### config.mk
export PLATFORM = sky130hd
export DESIGN_NAME = icid_div
export DESIGN_NICKNAME = d
export VERILOG_FILES = /design/src/rtl/icid_pkg.sv /design/src/rtl/icid_div.sv
export SDC_FILE = /design/constraint.sdc
export NUM_CORES = 1
export LEC_CHECK = 0
export ABC_CLOCK_PERIOD_IN_PS = 2900
export BUFFER_PORTS_ARGS = -buffer_cell sky130_fd_sc_hd__buf_2
export CAP_MARGIN = 20
export CORE_UTILIZATION = 50
export CTS_CLUSTER_DIAMETER = 30
export DETAILED_ROUTE_END_ITERATION = 8
export PLACE_DENSITY = 0.74
export SLEW_MARGIN = 5
export SYNTH_ARGS = -nofsm -noshare
export SYNTH_HDL_FRONTEND = slang
export SYNTH_SLANG_ARGS = --single-unit
### constraint.sdc
create_clock -name clk_i -period 2.9 [get_ports clk_i]
set_clock_uncertainty 0.1 [all_clocks]
set_input_delay 0.29 -clock clk_i [delete_from_list [all_inputs] [get_ports clk_i]]
set_output_delay 0.29 -clock clk_i [all_outputs]
set_load 0.1 [all_outputs]
### src/rtl/icid_pkg.sv
package icid_pkg;

  // fixed field widths
  localparam int unsigned RING_W    = 13;
  localparam int unsigned UNITS_W   = 5;
  localparam int unsigned UNIT_ID_W = 4;
  localparam int unsigned CTX_W     = 32;
  localparam int unsigned STATUS_W  = 2;
  localparam int unsigned CFG_IDX_W = 2;
  localparam int unsigned CFG_DAT_W = RING_W;
  localparam int unsigned DIV_CNT_W = $clog2(RING_W);

  localparam logic [RING_W-1:0]  RING_MIN  = RING_W'(2);
  localparam logic [UNITS_W-1:0] UNITS_MIN = UNITS_W'(1);
  localparam logic [UNITS_W-1:0] UNITS_MAX = UNITS_W'(16);

  // configuration register indexes
  localparam logic [CFG_IDX_W-1:0] CFG_RING_SIZE    = CFG_IDX_W'(0);
  localparam logic [CFG_IDX_W-1:0] CFG_MEMORY_UNITS = CFG_IDX_W'(1);

  // reset values of the registers
  localparam logic [RING_W-1:0]  RING_SIZE_RST    = RING_W'(4096);
  localparam logic [UNITS_W-1:0] MEMORY_UNITS_RST = UNITS_W'(1);

  // item operations
  localparam logic OP_ALLOC = 1'b0;
  localparam logic OP_FREE  = 1'b1;

  // result status codes
  localparam logic [STATUS_W-1:0] STAT_OK    = STATUS_W'(0);
  localparam logic [STATUS_W-1:0] STAT_EMPTY = STATUS_W'(1);
  localparam logic [STATUS_W-1:0] STAT_FULL  = STATUS_W'(2);

  typedef struct packed {
    logic             op;
    logic [CTX_W-1:0] ctx_id;
  } icid_item_t;

  typedef struct packed {
    logic [CTX_W-1:0]    ctx_out;
    logic [STATUS_W-1:0] status;
  } icid_result_t;

  // divider control seen by the allocator
  typedef struct packed {
    logic busy;
    logic done;
  } icid_div_sts_t;

  typedef enum logic [1:0] {
    DIV_IDLE = 2'b01,
    DIV_RUN  = 2'b10
  } icid_div_state_e;

endpackage

### src/rtl/icid_div.sv
module icid_div (
  input  logic                           clk_i,
  input  logic                           rst_ni,
  input  logic                           start_i,
  input  logic [icid_pkg::RING_W-1:0]    dividend_i,
  input  logic [icid_pkg::UNITS_W-1:0]   divisor_i,
  output logic [icid_pkg::RING_W-1:0]    quotient_o,
  output icid_pkg::icid_div_sts_t        sts_o
);

  import icid_pkg::*;

  icid_div_state_e      state_q, state_d;
  logic [DIV_CNT_W-1:0] cnt_q, cnt_d;
  logic [RING_W-1:0]    dq_q, dq_d;
  logic [UNITS_W-1:0]   rem_q, rem_d;
  logic [UNITS_W-1:0]   dvs_q, dvs_d;
  logic                 done_q, done_d;
  logic [UNITS_W:0]     trial;
  logic                 qbit;

  // restoring division, one quotient bit per cycle
  assign trial = {rem_q, dq_q[RING_W-1]};
  assign qbit  = (trial >= {1'b0, dvs_q});

  always_comb begin
    state_d = state_q;
    cnt_d   = cnt_q;
    dq_d    = dq_q;
    rem_d   = rem_q;
    dvs_d   = dvs_q;
    done_d  = 1'b0;
    if (start_i) begin
      state_d = DIV_RUN;
      cnt_d   = '0;
      dq_d    = dividend_i;
      rem_d   = '0;
      dvs_d   = divisor_i;
    end else begin
      unique case (state_q)
        DIV_RUN: begin
          rem_d = qbit ? UNITS_W'(trial - {1'b0, dvs_q}) : trial[UNITS_W-1:0];
          dq_d  = {dq_q[RING_W-2:0], qbit};
          cnt_d = cnt_q + 1'b1;
          if (cnt_q == DIV_CNT_W'(RING_W - 1)) begin
            state_d = DIV_IDLE;
            done_d  = 1'b1;
          end
        end
        default: begin
          state_d = DIV_IDLE;
        end
      endcase
    end
  end

  always_ff @(posedge clk_i or negedge rst_ni) begin
    if (!rst_ni) begin
      state_q <= DIV_IDLE;
      cnt_q   <= '0;
      done_q  <= 1'b0;
    end else begin
      state_q <= state_d;
      cnt_q   <= cnt_d;
      done_q  <= done_d;
    end
  end

  always_ff @(posedge clk_i) begin
    dq_q  <= dq_d;
    rem_q <= rem_d;
    dvs_q <= dvs_d;
  end

  assign quotient_o  = dq_q;
  assign sts_o.busy  = (state_q == DIV_RUN);
  assign sts_o.done  = done_q;

endmodule

==> metrics <==
Worst setup EP type flip-flop; Worst setup startpoint quotient_o[12]$_DFFE_PP_; TritonCTS Buffers 5; area share of fa/ha/maj cells after synthesis under 10%; # H-tree levels 2; family with the most delay on the worst path compound AO/OA/AOI/OAI gates; Layout Area Growth over Synthesis 16.50%; # IOs 36; # rows 19; transition time of the tightest slew-check pin ~0.67 ns; die footprint 3257 um2; placed insts 180; drt wl/cell 14.25 um; Synth Register Bits 30; crit-path max cell delay between 0.5 and 0.6 ns; post-synthesis xor/xnor area fraction between 2 and 3%; antenna viol nets, final 0; post-synthesis simple-gate area fraction about a tenth; CTS tree yes; Fin. Hold Viols 0; routed vias/inst 5.402; EDFF count, synth 18; GRT Total Usage 18.89%; Worst EP required roughly 3.0 ns; non-filler cells, final 189; Worst R2R End rem_q[4]$_SDFFE_PP0P_; cell count after synthesis approximately 120; largest net degree at the start of global routing 31; share of cells above drive strength 1 37.97%; core area ~2800 um2; hold slack approximately 0.036 ns; # clock sinks 30; pwr/cell area 901.3 nW/um2; top_reg_cell synth edfxtp_1; peak supply drop around 0.66 mV; Diodes inserted 0; commonest cells after routing, fill and taps aside buf_2, edfxtp_1, mux2_2, inv_1; Hold Path Class input pin to flip-flop; post-CTS setup buffers 0; P_leak 0.0007913 uW; Util after Layout between 60 and 70%; Starting Density 54.06%; top cell type's share of synthesized area between 30% and 40%; minimum clock period around 2.4 ns; R2R Path Start quotient_o[12]$_DFFE_PP_; global-route wire length before repair ~4600 um; final setup fails 0; I/O Buffers 35; Synth Net Count between 100 and 150; CTS resizes 0; nets@finish 186; Detailed Route WL around 2700 um; via count 1021; DRC violations left 0; FF-to-FF setup slack 0.49 ns; Worst EP arrival about 2.5 ns; Synth Area in Compound Gates 12.05%; Setup TNS 0 ns; max-slew violations 0; reg2reg path depth 8; die width 57.07 um; CTS Hold Bufs 1; Netlist Area Pre-Place roughly 1500 um2; RSZ-0062 raised after global routing false; total global routing overflow 0; Bufs on Longest Clock Path 2; status completed; WP depth 8; critical path startpoint category flip-flop; clock transition at the registers of the reported paths roughly 0.090 ns; Syn Area/Cell 12.74 um2; Fmax around 420 MHz; post-synthesis cell type count 39; largest family of logic cells by synthesized area compound AO/OA/AOI/OAI gates; worst path bufs/invs 2; leading area contributor after synthesis edfxtp_1; DRT Pass-1 Iters 4; clock root cell clkbuf_4; most common cell after layout, fill and taps aside buf_2; max_slew headroom between 50 and 60%; max_cap viols 0; global placement routability congestion 0.7694; sequential fraction of the synthesis area between 50% and 60%; top post-synthesis cells by area edfxtp_1, dfrtp_1, mux2_2; asr flop ratio synth about a quarter; dpl hpwl ~2000 um; crit path max fanout 3; initial antenna violation count 0; YS warnings 0; mux share of post-synthesis cell area under 10%; Crit Path Class flip-flop to flip-flop; Critical Path Sink rem_q[4]$_SDFFE_PP0P_; Initial DRC Count 21; vias in the first global route roughly 1100; CP cell instances inv_1 -> ha_1 -> inv_1 -> fa_1 -> a21o_1 -> a2111oi_1 -> o31ai_1 -> a21o_1; clk_lat worst skew roughly 0.32 ns; fin crit share between 80% and 90%; die height roughly 57 um; Worst path slowest cell a2111oi_1
[layout make-up]
cell class | instances | area, um2
timing repair buffer | 37 | 192.7
multi-input combinational | 72 | 626.9
clock inverter | 2 | 8.758
clock buffer | 6 | 41.29
inverter | 11 | 41.29
sequential | 30 | 817.0
fill | 226 | 1039
tap | 31 | 38.79
[cells in the mapped netlist (2+ instances only)]
cell type	instances
a211oi_1	2
a21o_1	3
a21oi_1	2
buf_2	4
dfrtp_1	6
dfxtp_1	5
edfxtp_1	18
ha_1	7
inv_1	11
mux2_2	12
nand2_1	4
nand2b_1	3
nand3_1	2
nand3b_1	2
nor2_1	7
nor3b_1	4
o31ai_1	2
xnor2_1	3
xor2_1	2
[sequential cells by signal, summed over array words and instances (netlist names)]
register and count:
done_q 1, quotient_o 13, dvs_q 5, state_q 2
rem_q 5, cnt_q 4
[per-layer routing]
metal | global-route usage (%) | vias up | part of all wire (%)
li1 | - | 514 | -
met1 | 22.46 | 469 | 44
met2 | 31.60 | 33 | 49
met3 | 6.803 | 5 | 5.5
met4 | 6.969 | 0 | 1.3
met5 | 0 | - | 0
[power breakdown]
part           internal, uW  total, uW  switching, uW
registers               550        607           57.0
clock network          90.9        228            137
logic                   232        758            525
total                   873       1590            719
[metrics by stage]
step | total power (uW) | area, um2 | setup WS [ns]
2_1_floorplan | 1244 | 1516 | 0.2060
3_3_place_gp | 1354 | 1707 | 0.6578
3_5_place_dp | 1369 | 1707 | 0.5614
4_1_cts | 1604 | 1767 | 0.5333
5_1_grt | 1680 | 1767 | 0.4040
6_report | 1592 | 1767 | 0.4905
[logic make-up after synthesis]
logic type / Yosys count
AND/OR/NAND/NOR: 26
AO/OA/AOI/OAI: 20
multiplexers: 13
buffers and inverters: 17
flip-flops: 30
XOR/XNOR: 5
adder cells (fa/ha/maj): 8
[how the worst min path moves through the flow]
stage,startpoint,end,slack [ns],depth (start not counted)
global placement,rst_ni,state_q[1]$_DFFE_PN0P_,0.02,1
CTS,divisor_i[4],dvs_q[4]$_DFFE_PP_,0.02,1
global route,divisor_i[3],dvs_q[3]$_DFFE_PP_,0.007,1
detailed placement,rst_ni,done_q$_DFF_PN0_,0.03,1
floorplan,rst_ni,cnt_q[0]$_DFFE_PN0P_,-0.11,0
finish,divisor_i[3],dvs_q[3]$_DFFE_PP_,0.04,1
Power figures use the tool's default switching activity.
